==> src/hdl/olads_pkg.sv <==
// ============================================================================
// olads_pkg
// Shared types and codes for the ordered list block: operation codes,
// result status codes, controller states and the per-cell command bundle.
// ============================================================================
`default_nettype none

package olads_pkg;

    // Operation carried in the input tuser
    typedef enum logic [2:0] {
        OP_INSERT = 3'd0,
        OP_DELETE = 3'd1,
        OP_SEARCH = 3'd2,
        OP_CLEAR  = 3'd3,
        OP_DUMP   = 3'd4
    } op_t;

    // Result status carried in the output tuser
    typedef enum logic [1:0] {
        STAT_OK        = 2'd0,
        STAT_NOT_FOUND = 2'd1,
        STAT_FULL      = 2'd2,
        STAT_EMPTY     = 2'd3
    } status_t;

    // Controller states
    typedef enum logic [1:0] {
        ST_IDLE,
        ST_PICK,
        ST_FINISH,
        ST_DUMP
    } state_t;

    // What a cell does with its entry this cycle
    typedef enum logic [1:0] {
        CELL_HOLD,
        CELL_LOAD,
        CELL_SHIFT,
        CELL_WRAP
    } cell_cmd_t;

    // Control bundle from the controller to one cell
    typedef struct packed {
        cell_cmd_t cmd;
        logic      cmp_en;
    } cell_ctrl_t;

    // Fixed field widths of the stream ports
    localparam int ITEM_W      = 32;
    localparam int OP_W        = 3;
    localparam int POS_W       = 4;
    localparam int STATUS_W    = 2;
    localparam int COUNT_W     = 5;
    localparam int OUT_TDATA_W = 48;

endpackage

`default_nettype wire

==> src/hdl/olads_cell.sv <==
// ============================================================================
// olads_cell
// One list cell: holds one entry, takes a new value, its right neighbor's
// entry or the head entry, and registers an equality compare bit.
// ============================================================================
`default_nettype none

module olads_cell #(
    parameter int VALUE_WIDTH = 32
) (
    input  wire logic                   clk,
    input  wire olads_pkg::cell_ctrl_t  ctrl,
    input  wire logic [VALUE_WIDTH-1:0] in_value,
    input  wire logic [VALUE_WIDTH-1:0] right_value,
    input  wire logic [VALUE_WIDTH-1:0] head_value,
    output logic      [VALUE_WIDTH-1:0] entry,
    output logic                        match
);
    import olads_pkg::*;

    logic [VALUE_WIDTH-1:0] entry_reg;
    logic [VALUE_WIDTH-1:0] entry_next;
    logic                   match_reg;

    // entry source select
    always_comb
    begin
        case (ctrl.cmd)
            CELL_HOLD:  entry_next = entry_reg;
            CELL_LOAD:  entry_next = in_value;
            CELL_SHIFT: entry_next = right_value;
            CELL_WRAP:  entry_next = head_value;
            default:    entry_next = entry_reg;
        endcase
    end

    // entry and compare bit; payload only, no reset
    always_ff @(posedge clk)
    begin
        entry_reg <= entry_next;
        if (ctrl.cmp_en)
        begin
            match_reg <= (entry_reg == in_value);
        end
    end

    assign entry = entry_reg;
    assign match = match_reg;

endmodule

`default_nettype wire

==> src/hdl/olads_pick.sv <==
// ============================================================================
// olads_pick
// First-match picker: priority-encodes the cells' hit bits, lowest index
// wins, and registers the found flag and index.
// ============================================================================
`default_nettype none

module olads_pick #(
    parameter int CAPACITY = 16,
    parameter int IDX_W    = 4
) (
    input  wire logic                clk,
    input  wire logic [CAPACITY-1:0] hit,
    output logic                     found,
    output logic      [IDX_W-1:0]    index
);
    import olads_pkg::*;

    logic             found_reg;
    logic             found_next;
    logic [IDX_W-1:0] index_reg;
    logic [IDX_W-1:0] index_next;

    // lowest set hit bit
    always_comb
    begin
        found_next = |hit;
        index_next = '0;
        for (int i = CAPACITY - 1; i >= 0; i--)
        begin
            if (hit[i])
            begin
                index_next = IDX_W'(i);
            end
        end
    end

    always_ff @(posedge clk)
    begin
        found_reg <= found_next;
        index_reg <= index_next;
    end

    assign found = found_reg;
    assign index = index_reg;

endmodule

`default_nettype wire

==> src/hdl/ordered_list_append_delete_search.sv <==
// ============================================================================
// ordered_list_append_delete_search
// Bounded ordered list of values kept in a row of cells, with append,
// delete-first-match, search, clear and dump over stream ports.
// ============================================================================
// One item is taken at a time; the input is ready only while the controller
// is idle. Insert and clear go from idle to finish; search and delete pass
// the pick state first (cell compare, then first-match pick); a dump emits
// one beat per entry, or one empty-status beat: the cell row rotates one
// place per emitted beat so that the head cell always supplies the next
// entry and the list is back in order after the last one. A result waiting
// in the output register does not stall the next item's acceptance; a
// stalled output holds the controller only when it has a new beat to load.
`default_nettype none

module ordered_list_append_delete_search #(
    parameter int CAPACITY    = 16,
    parameter int VALUE_WIDTH = 32
) (
    input  wire logic                               clk,
    input  wire logic                               rst_n,
    // input stream
    input  wire logic                               s_axis_tvalid,
    output logic                                    s_axis_tready,
    input  wire logic [olads_pkg::ITEM_W-1:0]       s_axis_tdata,  // [31:0] item_value
    input  wire logic [olads_pkg::OP_W-1:0]         s_axis_tuser,  // [2:0] operation
    // output stream
    output logic                                    m_axis_tvalid,
    input  wire logic                               m_axis_tready,
    output logic      [olads_pkg::OUT_TDATA_W-1:0]  m_axis_tdata,  // [31:0] out_value,
                                                                   // [35:32] position,
                                                                   // [40:36] entry_count
    output logic      [olads_pkg::STATUS_W-1:0]     m_axis_tuser,  // [1:0] status
    output logic                                    m_axis_tlast   // last
);
    import olads_pkg::*;

    localparam int CNT_W = $clog2(CAPACITY + 1);
    localparam int IDX_W = (CAPACITY > 1) ? $clog2(CAPACITY) : 1;

    // control state
    state_t            state_reg;
    state_t            state_next;
    logic [CNT_W-1:0]  count_reg;
    logic [CNT_W-1:0]  count_next;
    logic [IDX_W-1:0]  dump_idx_reg;
    logic [IDX_W-1:0]  dump_idx_next;
    logic              out_valid_reg;
    logic              out_valid_next;

    // payload
    op_t               op_reg;
    logic [ITEM_W-1:0] val_reg;
    logic [ITEM_W-1:0] out_value_reg;
    logic [ITEM_W-1:0] out_value_next;
    logic [POS_W-1:0]  out_pos_reg;
    logic [POS_W-1:0]  out_pos_next;
    status_t           out_status_reg;
    status_t           out_status_next;
    logic [COUNT_W-1:0] out_count_reg;
    logic [COUNT_W-1:0] out_count_next;
    logic              out_last_reg;
    logic              out_last_next;
    logic              out_load;

    logic              accept;
    logic              out_free;
    op_t               in_op;

    // cell row
    cell_ctrl_t             cell_ctrl [CAPACITY];
    logic [VALUE_WIDTH-1:0] cell_entry [CAPACITY];
    logic [CAPACITY-1:0]    cell_match;
    logic [CAPACITY-1:0]    hit;
    logic [VALUE_WIDTH-1:0] cell_value;

    logic                   pick_found;
    logic [IDX_W-1:0]       pick_index;

    assign s_axis_tready = (state_reg == ST_IDLE);
    assign accept        = s_axis_tvalid && s_axis_tready;
    assign out_free      = !out_valid_reg || m_axis_tready;
    assign in_op         = op_t'(s_axis_tuser);

    // value fed to the cells: the incoming beat for compare, the held item for load
    assign cell_value = (state_reg == ST_IDLE) ? VALUE_WIDTH'(s_axis_tdata)
                                               : VALUE_WIDTH'(val_reg);

    // cells
    for (genvar g = 0; g < CAPACITY; g++)
    begin : g_cell
        localparam int RIGHT = (g == CAPACITY - 1) ? 0 : g + 1;

        olads_cell #(
            .VALUE_WIDTH (VALUE_WIDTH)
        ) u_cell (
            .clk         (clk),
            .ctrl        (cell_ctrl[g]),
            .in_value    (cell_value),
            .right_value (cell_entry[RIGHT]),
            .head_value  (cell_entry[0]),
            .entry       (cell_entry[g]),
            .match       (cell_match[g])
        );

        // only cells holding a live entry may hit
        assign hit[g] = cell_match[g] && (CNT_W'(g) < count_reg);
    end

    olads_pick #(
        .CAPACITY (CAPACITY),
        .IDX_W    (IDX_W)
    ) u_pick (
        .clk   (clk),
        .hit   (hit),
        .found (pick_found),
        .index (pick_index)
    );

    // next state
    always_comb
    begin
        state_next = state_reg;
        case (state_reg)
            ST_IDLE:
            begin
                if (accept)
                begin
                    case (in_op)
                        OP_INSERT: state_next = ST_FINISH;
                        OP_CLEAR:  state_next = ST_FINISH;
                        OP_DELETE: state_next = ST_PICK;
                        OP_SEARCH: state_next = ST_PICK;
                        OP_DUMP:   state_next = ST_DUMP;
                        default:   state_next = ST_IDLE;
                    endcase
                end
            end
            ST_PICK:
            begin
                state_next = ST_FINISH;
            end
            ST_FINISH:
            begin
                if (out_free)
                begin
                    state_next = ST_IDLE;
                end
            end
            ST_DUMP:
            begin
                if (out_free)
                begin
                    if (count_reg == '0)
                    begin
                        state_next = ST_IDLE;
                    end
                    else if (CNT_W'(dump_idx_reg) + CNT_W'(1) == count_reg)
                    begin
                        state_next = ST_IDLE;
                    end
                end
            end
            default:
            begin
                state_next = ST_IDLE;
            end
        endcase
    end

    // outputs: cell commands, count, dump index and result beat
    always_comb
    begin
        count_next      = count_reg;
        dump_idx_next   = dump_idx_reg;
        out_load        = 1'b0;
        out_value_next  = val_reg;
        out_pos_next    = '0;
        out_status_next = STAT_OK;
        out_last_next   = 1'b1;
        for (int i = 0; i < CAPACITY; i++)
        begin
            cell_ctrl[i].cmd    = CELL_HOLD;
            cell_ctrl[i].cmp_en = accept;
        end

        case (state_reg)
            ST_IDLE:
            begin
                if (accept)
                begin
                    dump_idx_next = '0;
                end
            end
            ST_FINISH:
            begin
                if (out_free)
                begin
                    out_load = 1'b1;
                    case (op_reg)
                        OP_INSERT:
                        begin
                            if (count_reg >= CNT_W'(CAPACITY))
                            begin
                                out_status_next = STAT_FULL;
                            end
                            else
                            begin
                                for (int i = 0; i < CAPACITY; i++)
                                begin
                                    if (CNT_W'(i) == count_reg)
                                    begin
                                        cell_ctrl[i].cmd = CELL_LOAD;
                                    end
                                end
                                count_next   = count_reg + CNT_W'(1);
                                out_pos_next = POS_W'(32'(count_reg));
                            end
                        end
                        OP_DELETE:
                        begin
                            if (pick_found)
                            begin
                                // close the gap: entries after the match move left
                                for (int i = 0; i < CAPACITY; i++)
                                begin
                                    if ((IDX_W'(i) >= pick_index) &&
                                        (CNT_W'(i) + CNT_W'(1) < count_reg))
                                    begin
                                        cell_ctrl[i].cmd = CELL_SHIFT;
                                    end
                                end
                                count_next   = count_reg - CNT_W'(1);
                                out_pos_next = POS_W'(32'(pick_index));
                            end
                            else
                            begin
                                out_status_next = STAT_NOT_FOUND;
                            end
                        end
                        OP_SEARCH:
                        begin
                            if (pick_found)
                            begin
                                out_pos_next = POS_W'(32'(pick_index));
                            end
                            else
                            begin
                                out_status_next = STAT_NOT_FOUND;
                            end
                        end
                        OP_CLEAR:
                        begin
                            count_next     = '0;
                            out_value_next = '0;
                        end
                        default:
                        begin
                            out_load = 1'b0;
                        end
                    endcase
                end
            end
            ST_DUMP:
            begin
                if (out_free)
                begin
                    out_load = 1'b1;
                    if (count_reg == '0)
                    begin
                        out_value_next  = '0;
                        out_status_next = STAT_EMPTY;
                    end
                    else
                    begin
                        // head cell supplies the beat; rotate the live part of the row
                        out_value_next = ITEM_W'(cell_entry[0]);
                        out_pos_next   = POS_W'(32'(dump_idx_reg));
                        out_last_next  = (CNT_W'(dump_idx_reg) + CNT_W'(1) == count_reg);
                        for (int i = 0; i < CAPACITY; i++)
                        begin
                            if (CNT_W'(i) + CNT_W'(1) < count_reg)
                            begin
                                cell_ctrl[i].cmd = CELL_SHIFT;
                            end
                            else if (CNT_W'(i) + CNT_W'(1) == count_reg)
                            begin
                                cell_ctrl[i].cmd = CELL_WRAP;
                            end
                        end
                        dump_idx_next = dump_idx_reg + IDX_W'(1);
                    end
                end
            end
            default:
            begin
                out_load = 1'b0;
            end
        endcase

        out_count_next = COUNT_W'(32'(count_next));
    end

    // output valid
    always_comb
    begin
        if (out_load)
        begin
            out_valid_next = 1'b1;
        end
        else if (m_axis_tready)
        begin
            out_valid_next = 1'b0;
        end
        else
        begin
            out_valid_next = out_valid_reg;
        end
    end

    // control registers
    always_ff @(posedge clk or negedge rst_n)
    begin
        if (!rst_n)
        begin
            state_reg     <= ST_IDLE;
            count_reg     <= '0;
            dump_idx_reg  <= '0;
            out_valid_reg <= 1'b0;
        end
        else
        begin
            state_reg     <= state_next;
            count_reg     <= count_next;
            dump_idx_reg  <= dump_idx_next;
            out_valid_reg <= out_valid_next;
        end
    end

    // payload registers
    always_ff @(posedge clk)
    begin
        if (accept)
        begin
            op_reg  <= in_op;
            val_reg <= s_axis_tdata;
        end
        if (out_load)
        begin
            out_value_reg  <= out_value_next;
            out_pos_reg    <= out_pos_next;
            out_status_reg <= out_status_next;
            out_count_reg  <= out_count_next;
            out_last_reg   <= out_last_next;
        end
    end

    assign m_axis_tvalid = out_valid_reg;
    assign m_axis_tdata  = {(OUT_TDATA_W - ITEM_W - POS_W - COUNT_W)'(0),
                            out_count_reg, out_pos_reg, out_value_reg};
    assign m_axis_tuser  = out_status_reg;
    assign m_axis_tlast  = out_last_reg;

`ifndef SYNTHESIS
    // fill count never goes past the row length
    a_count_bound: assert property (@(posedge clk) disable iff (!rst_n)
        count_reg <= CNT_W'(CAPACITY))
        else $error("entry count above capacity");

    // the count moves only when a single-beat operation completes
    a_count_change: assert property (@(posedge clk) disable iff (!rst_n)
        !$stable(count_reg) |-> $past(state_reg) == ST_FINISH)
        else $error("entry count changed outside completion");

    // search and delete go through the pick stage
    a_pick_path: assert property (@(posedge clk) disable iff (!rst_n)
        accept && (in_op == OP_SEARCH || in_op == OP_DELETE) |=> state_reg == ST_PICK)
        else $error("compare not followed by pick");

    // an empty-list beat is single and reports no entries
    a_empty_beat: assert property (@(posedge clk) disable iff (!rst_n)
        m_axis_tvalid && m_axis_tuser == STAT_EMPTY |-> m_axis_tlast && out_count_reg == '0)
        else $error("empty status with entries or without last");
`endif

endmodule

`default_nettype wire
==> config.mk <==
export PLATFORM = sky130hd
export DESIGN_NAME = ordered_list_append_delete_search
export DESIGN_NICKNAME = d
export VERILOG_FILES = /design/src/hdl/olads_pkg.sv /design/src/hdl/olads_cell.sv /design/src/hdl/olads_pick.sv /design/src/hdl/ordered_list_append_delete_search.sv
export SDC_FILE = /design/constraint.sdc
export NUM_CORES = 1
export LEC_CHECK = 0
export ABC_AREA = 1
export BUFFER_PORTS_ARGS = -buffer_cell sky130_fd_sc_hd__buf_4
export CAP_MARGIN = 30
export CORE_MARGIN = 2
export CORE_UTILIZATION = 60
export DETAILED_ROUTE_END_ITERATION = 8
export PLACE_DENSITY = 0.74
export SYNTH_ARGS = -nofsm -noshare
export SYNTH_HDL_FRONTEND = slang
export SYNTH_SLANG_ARGS = --single-unit
==> constraint.sdc <==
create_clock -name clk -period 10.1 [get_ports clk]
set_clock_uncertainty 0.2 [all_clocks]
set_input_delay 3.03 -clock clk [delete_from_list [all_inputs] [get_ports clk]]
set_output_delay 3.03 -clock clk [all_outputs]
set_load 0.05 [all_outputs]
After elaboration in Yosys (flattened, before gate mapping)

Cells that the tools add are included.
W data, S select, Z words.

Output and inout bits: 53
Latch bits: 0
Register bits: 624
ROM bits: 0
Bits in writable memories: 0
Memories kept: 0
Input bits: 39

Mux-type cells: 249
Bitwise gates (word level): 2
Equal/unequal tests: 96
Multipliers: 0
Div/mod/pow operators: 0
Order comparisons: 34
Add/subtract/negate cells: 4
Shift operators: 0
Reductions and logical operators: 70

Operators with widths:

| kind                 | count |
|---|---|
| $pmux W32 S3         | 14 |
| $eq A32 B32 Y1       | 16 |
| $mux W2              | 123 |
| $pmux W32 S2         | 3 |
| $mux W32             | 5 |
| $pmux W2 S2          | 34 |
| $eq A2 B2 Y1 const B | 34 |
| $mux W4              | 16 |
| $eq A4 B5 Y1 const A | 8 |
| $lt A4 B5 Y1 const A | 8 |
| $mux W1              | 39 |
| $eq A2 B1 Y1 const B | 17 |
| $logic_not A2 Y1     | 17 |
| $logic_and A1 B1 Y1  | 33 |
| $ge A4 B4 Y1 const A | 8 |
| $pmux W4 S2          | 3 |
| $eq A3 B5 Y1 const A | 4 |
| $lt A3 B5 Y1 const A | 4 |
| $mux W5              | 4 |
| $ge A3 B4 Y1 const A | 4 |
| $reduce_or A16 Y1    | 1 |
| $pmux W5 S3          | 1 |
| $eq A3 B2 Y1 const B | 4 |
| $mux W3              | 4 |
| 33 further kinds     | 51 |

Logic depth before layout (Yosys ltp)

Depth after elaboration: 17
Mapped depth: 18

Hierarchy

A second synthesis with hierarchy kept.

Cells, all modules: 5933
Area total of the unflattened synthesis: 42733.5 um^2

By module, submodules not included:

| module                            | instances | cells each | seq. area each (um^2) | area each (um^2) |
|---|---|---|---|---|
| olads_cell                        | 16        | 328        | 991.0                 | 2326.0 |
| ordered_list_append_delete_search | 1         | 631        | 2672.6                | 5208.7 |
| olads_pick                        | 1         | 54         | 100.1                 | 309.0 |

Least setup slack after synthesis

Ideal clock, no wire load.

Kind: input port to flip-flop
From: input m_axis_tready
To: register out_last_reg, in the netlist m_axis_tlast, enable pin
Buffers on the path: 0
Stages on the path: 4
Data arrival time: 5.468 ns
Path slack: 3.971 ns
Required time: 9.439 ns
Path through: nor2_1 -> nor2_2 -> inv_1 -> a21oi_1

Cells in the longest elaborated chain, start to end: 3
Elaborated cells between the ends (all ways): 4
Those cells by class: mux: 3; reduce/logical: 1

RTL lines:

| what                       | RTL line                                                                           | source |
|---|---|---|
| start, declared            | ordered_list_append_delete_search.sv:29                                            | `input wire logic m_axis_tready,` |
| $logic_or A1 B1 Y1 (*)     | ordered_list_append_delete_search.sv:82                                            | `assign out_free = !out_valid_reg \|\| m_axis_tready;` |
| $mux W1 (on tied branches) | ordered_list_append_delete_search.sv:266, ordered_list_append_delete_search.sv:197 |  |
| $pmux W1 S2 (*)            | ordered_list_append_delete_search.sv:187                                           | `case (state_reg)` |
| named net out_load         | ordered_list_append_delete_search.sv:64                                            | `logic out_load;` |
| end signal, assigned       | ordered_list_append_delete_search.sv:354                                           | `out_last_reg <= out_last_next;` |
| end, declared              | ordered_list_append_delete_search.sv:62                                            | `logic out_last_reg;` |

Mark *: on every way through the listed nets, which the timed path passes. The rest lies on a longest branch.
A chain may end at the register's enable or synchronous reset.

Worst setup path in the final report

From: input m_axis_tready
To: register g_cell[6].u_cell.entry_reg[23], enable pin

Cells in the longest elaborated chain, start to end: 4
Elaborated cells between the ends (all ways): 5
Those cells by class: mux: 3; reduce/logical: 2

RTL lines:

| what                       | RTL line                                                                           | source |
|---|---|---|
| $logic_or A1 B1 Y1 (*)     | ordered_list_append_delete_search.sv:82                                            |  |
| $mux W2 (on tied branches) | ordered_list_append_delete_search.sv:266, ordered_list_append_delete_search.sv:197 |  |
| $pmux W2 S2 (*)            | ordered_list_append_delete_search.sv:187                                           |  |
| $logic_not A2 Y1 (*)       | olads_cell.sv:28                                                                   | `case (ctrl.cmd)` |
| end signal, assigned       | olads_cell.sv:40                                                                   | `entry_reg <= entry_next;` |
| end, declared              | olads_cell.sv:21                                                                   | `logic [VALUE_WIDTH-1:0] entry_reg;` |

Every way passes the cells marked *; elsewhere a longest branch is shown, timed or not.

==> run summary <==
Status = complete, no violations
CP dominant cell by count = nor2_1
Pins Over Slew Limit = 0
Grt ovf = 0
Asr flop ratio synth = 1.92%
Worst Path Max Fanout = 20
Max incr delay on CP = 0.80 ns
Vias per inst = 6.88
VDD IR-drop max = 282 µV
Pleak = 13.6 nW
Final min period = 6.75 ns
Mapped Area = 35500 µm²
First-pass iteration count of the detailed router = 6
Worst-Skew Late Latency = 0.63 ns
Largest net degree at the start of global routing = 66
Slew margin rel. = 24.9%
Avg Synthesized Cell Area = 9.94 µm²
Routed WL = 124000 µm
Top Ports = 92
Max Clk Rate = 148 MHz
Area grow syn2layout = 10.2%
Number of antenna violations at the first check in global routing = 0
Final hold violation count = 0
CP required = 10.19 ns
Worst r2r src = count_reg[1]
Die width = 247 µm
CP Capture Type = flip-flop
Seq/Total Area, Yosys = 52.5%
DP Wirelength = 84000 µm
Mapped Cells = 3570
Tot GR Track Use = 40.0%
Delay-heaviest family, CP = simple AND/OR/NAND/NOR gates
Setup WS post-layout = 3.35 ns
Die H = 247 µm
Starting Density = 60.4%
Max Cap Viol = 0
CP cell instances = buf_4, nor2_1, nor2_2, nand2_2, nor2_1, nand2_1, nor2_1, nor2_1, nand2_1, nand2_1, nand3_1, buf_4
Synth warnings = 0
Max FFs per register = 512
Bufs and invs on worst path = 2
WP data arrival = 6.84 ns
CORE AREA = 58800 µm²
RSZ-0062 raised after global routing = no
Total Die Area = 61100 µm²
Cell row count = 89
Htree depth = 3
Reg2Reg Setup Slack = 4.82 ns
Clk root buf = clkbuf_16
Crit. Startpoint = m_axis_tready
Nets@finish = 3574
CTS clk-pin slew, worst paths = 0.06 ns
IO buf count = 84
P per Cell Area = 340 nW/µm²
Clock Path Buffers = 3
Worst r2r dst = g_cell[6].u_cell.entry[23]
Worst Setup EP = g_cell[6].u_cell.entry[23]
Part of the cycle the worst path needs = 66.9%
Crit Path Category = input pin to flip-flop
# clock sinks = 624
Top_reg_cell synth = edfxtp_1
CP startpoint kind = input pin
CTS tree = built
CTS Buf Count = 70
DR iter-0 viols = 4548
Post-DRT Antenna Nets = 0
Levels on crit path = 12
Via count = 30000
Worst slew pin tran = 1.12 ns
Hold crit path type = flip-flop to flip-flop
EDFF count, synth = 607
Post-synth cell types = 51
CTS Hold Bufs = 0
Setup TNS = 0 ns
#FFs+latches synth = 624
Vias in the first global route = 27900
DRC violation count after routing = 0
Layout cells sized above 1 = 11.0%
First-pass GRT wire length = 180000 µm
ANT cells = 0
Setup Fix Bufs, Post-CTS = 0
Routability cong. = 1.03
Cell count of the worst reg-to-reg path = 12
Avg WL per Cell = 28.3 µm
CP max stage cell = nand3_1
Final setup viols = 0
Resized Gates After CTS = 0
Setup Slack @ Placement = 2.85 ns
cells in the final DEF, fill, tap and decap left out, types with 7 or more instances in the layout:
| cell | netlist | routed |
|---|---|---|
| nand2_1 | 728 | 728 |
| edfxtp_1 | 607 | 607 |
| o221ai_1 | 398 | 398 |
| inv_1 | 279 | 279 |
| xor2_1 | 233 | 233 |
| xnor2_1 | 182 | 182 |
| buf_4 | 25 | 166 |
| nand3_1 | 158 | 156 |
| o21ai_0 | 118 | 110 |
| nor2_1 | 100 | 97 |
| clkbuf_16 | 0 | 74 |
| nand4_1 | 63 | 63 |
| o22ai_1 | 56 | 56 |
| nor4_1 | 54 | 54 |
| or2_2 | 47 | 47 |
| nor3_1 | 44 | 44 |
| a21oi_1 | 44 | 41 |
| clkinv_1 | 9 | 24 |
| o21ai_2 | 13 | 17 |
| a22oi_1 | 15 | 15 |
| inv_2 | 14 | 14 |
| clkbuf_1 | 165 | 14 |
| clkinv_2 | 0 | 13 |
| a221oi_1 | 12 | 12 |
| dfrtp_1 | 12 | 12 |
| nor2_2 | 8 | 10 |
| o21a_1 | 10 | 10 |
| o21ai_4 | 0 | 8 |
| ha_1 | 8 | 8 |
| buf_16 | 0 | 8 |
| o211ai_1 | 7 | 7 |
| conb_1 | 1 | 7 |
cell type report:
cell class	instances	area, µm²
fillers	4552	19700
flip-flops and latches	624	18600
multi-input cells	2349	14500
clock buffers	88	1900
repair buffers	180	1570
inverters	302	1130
well taps	773	967
clock inverters	42	374
cells by family after synthesis:
logic type | share of synthesized area, %
other cells | 0.0106
xor+xnor | 10.2
fa+ha+maj | 0.282
compound gates | 15.0
buf+inv | 7.01
simple gates | 15.0
flops | 52.5
mux | 0.0282
metal layers:
| layer | track usage, % | wire length (µm) | vias up |
|---|---|---|---|
| met5 | 0 | 0 | - |
| met4 | 16.7 | 5450 | 0 |
| met3 | 12.2 | 19000 | 353 |
| met2 | 57.8 | 52400 | 2533 |
| met1 | 56.0 | 46700 | 14300 |
| li1 | - | - | 12800 |
worst min-delay path by stage:
stage	start	to	slack [ns]	cells after the start
after floorplan	g_cell[0].u_cell.match	u_pick.index[0]	0.30	3
after global placement	g_cell[0].u_cell.entry[15]	g_cell[15].u_cell.entry[15]	0.35	2
after detailed placement	g_cell[10].u_cell.entry[6]	g_cell[9].u_cell.entry[6]	0.37	2
after CTS	g_cell[11].u_cell.entry[7]	g_cell[10].u_cell.entry[7]	0.37	2
after global routing	g_cell[8].u_cell.entry[22]	g_cell[7].u_cell.entry[22]	0.41	2
final	g_cell[11].u_cell.entry[7]	g_cell[10].u_cell.entry[7]	0.38	2
report_power, final:
| part | total, mW | internal, mW | switching (mW) |
|---|---|---|---|
| combinational | 6.38 | 2.03 | 4.36 |
| clock | 2.59 | 1.50 | 1.09 |
| sequential | 4.34 | 3.95 | 0.383 |
synth_stat cells (3+ instances only):
| master | count | area, µm² |
|---|---|---|
| a22oi_1 | 15 | 113 |
| nor3_1 | 44 | 220 |
| xor2_1 | 233 | 2040 |
| o21ai_2 | 13 | 114 |
| xnor2_1 | 182 | 1590 |
| o21ai_0 | 118 | 591 |
| nor4b_1 | 3 | 26.3 |
| buf_1 | 8 | 30.0 |
| a221oi_1 | 12 | 105 |
| o211ai_1 | 7 | 52.6 |
| or2_2 | 47 | 294 |
| nor2_1 | 100 | 375 |
| clkbuf_1 | 165 | 619 |
| clkinv_1 | 9 | 33.8 |
| o21ai_1 | 7 | 35.0 |
| o22ai_1 | 56 | 350 |
| o2111ai_1 | 6 | 52.6 |
| nand2_2 | 5 | 31.3 |
| dfrtp_1 | 12 | 300 |
| buf_2 | 103 | 515 |
| inv_2 | 14 | 52.6 |
| edfxtp_1 | 607 | 18200 |
| inv_1 | 279 | 1050 |
| o21a_1 | 10 | 75.1 |
| nand3_1 | 158 | 791 |
| nor4_1 | 54 | 338 |
| dfxtp_1 | 5 | 100 |
| nand4_1 | 63 | 394 |
| o221ai_1 | 398 | 3490 |
| nand2_1 | 728 | 2730 |
| nor2_2 | 8 | 50.1 |
| ha_1 | 8 | 100 |
| buf_4 | 25 | 188 |
| nand3b_1 | 5 | 37.5 |
| a21oi_1 | 44 | 220 |
worst register-to-register path, stage by stage, from the launching register on:
cell     delay (ns)
dfrtp_1        0.56
inv_1          0.39
ha_1           0.33
nand2_1        0.15
nor2_2         0.31
inv_2          0.13
nand2_2        0.10
inv_2          0.16
nor2_1         0.23
nand2_1        0.36
nand2_1        0.80
nand3_1        0.80
buf_4          0.49
metrics by stage:
stage          hold WS (ns)  cells  cell area [µm²]  util (%)  total power [mW]
2_1_floorplan         0.296   3576            35500         -              8.50
3_3_place_gp          0.352   4214            36500      62.1              10.3
3_5_place_dp          0.371   4223            36700      62.5              10.5
4_1_cts               0.373   4353            39000      66.3              13.0
5_1_grt               0.409   4358            39100      66.5              13.8
6_report              0.376   4358            39100      66.5              13.3
(Power assumes the default switching activity.)
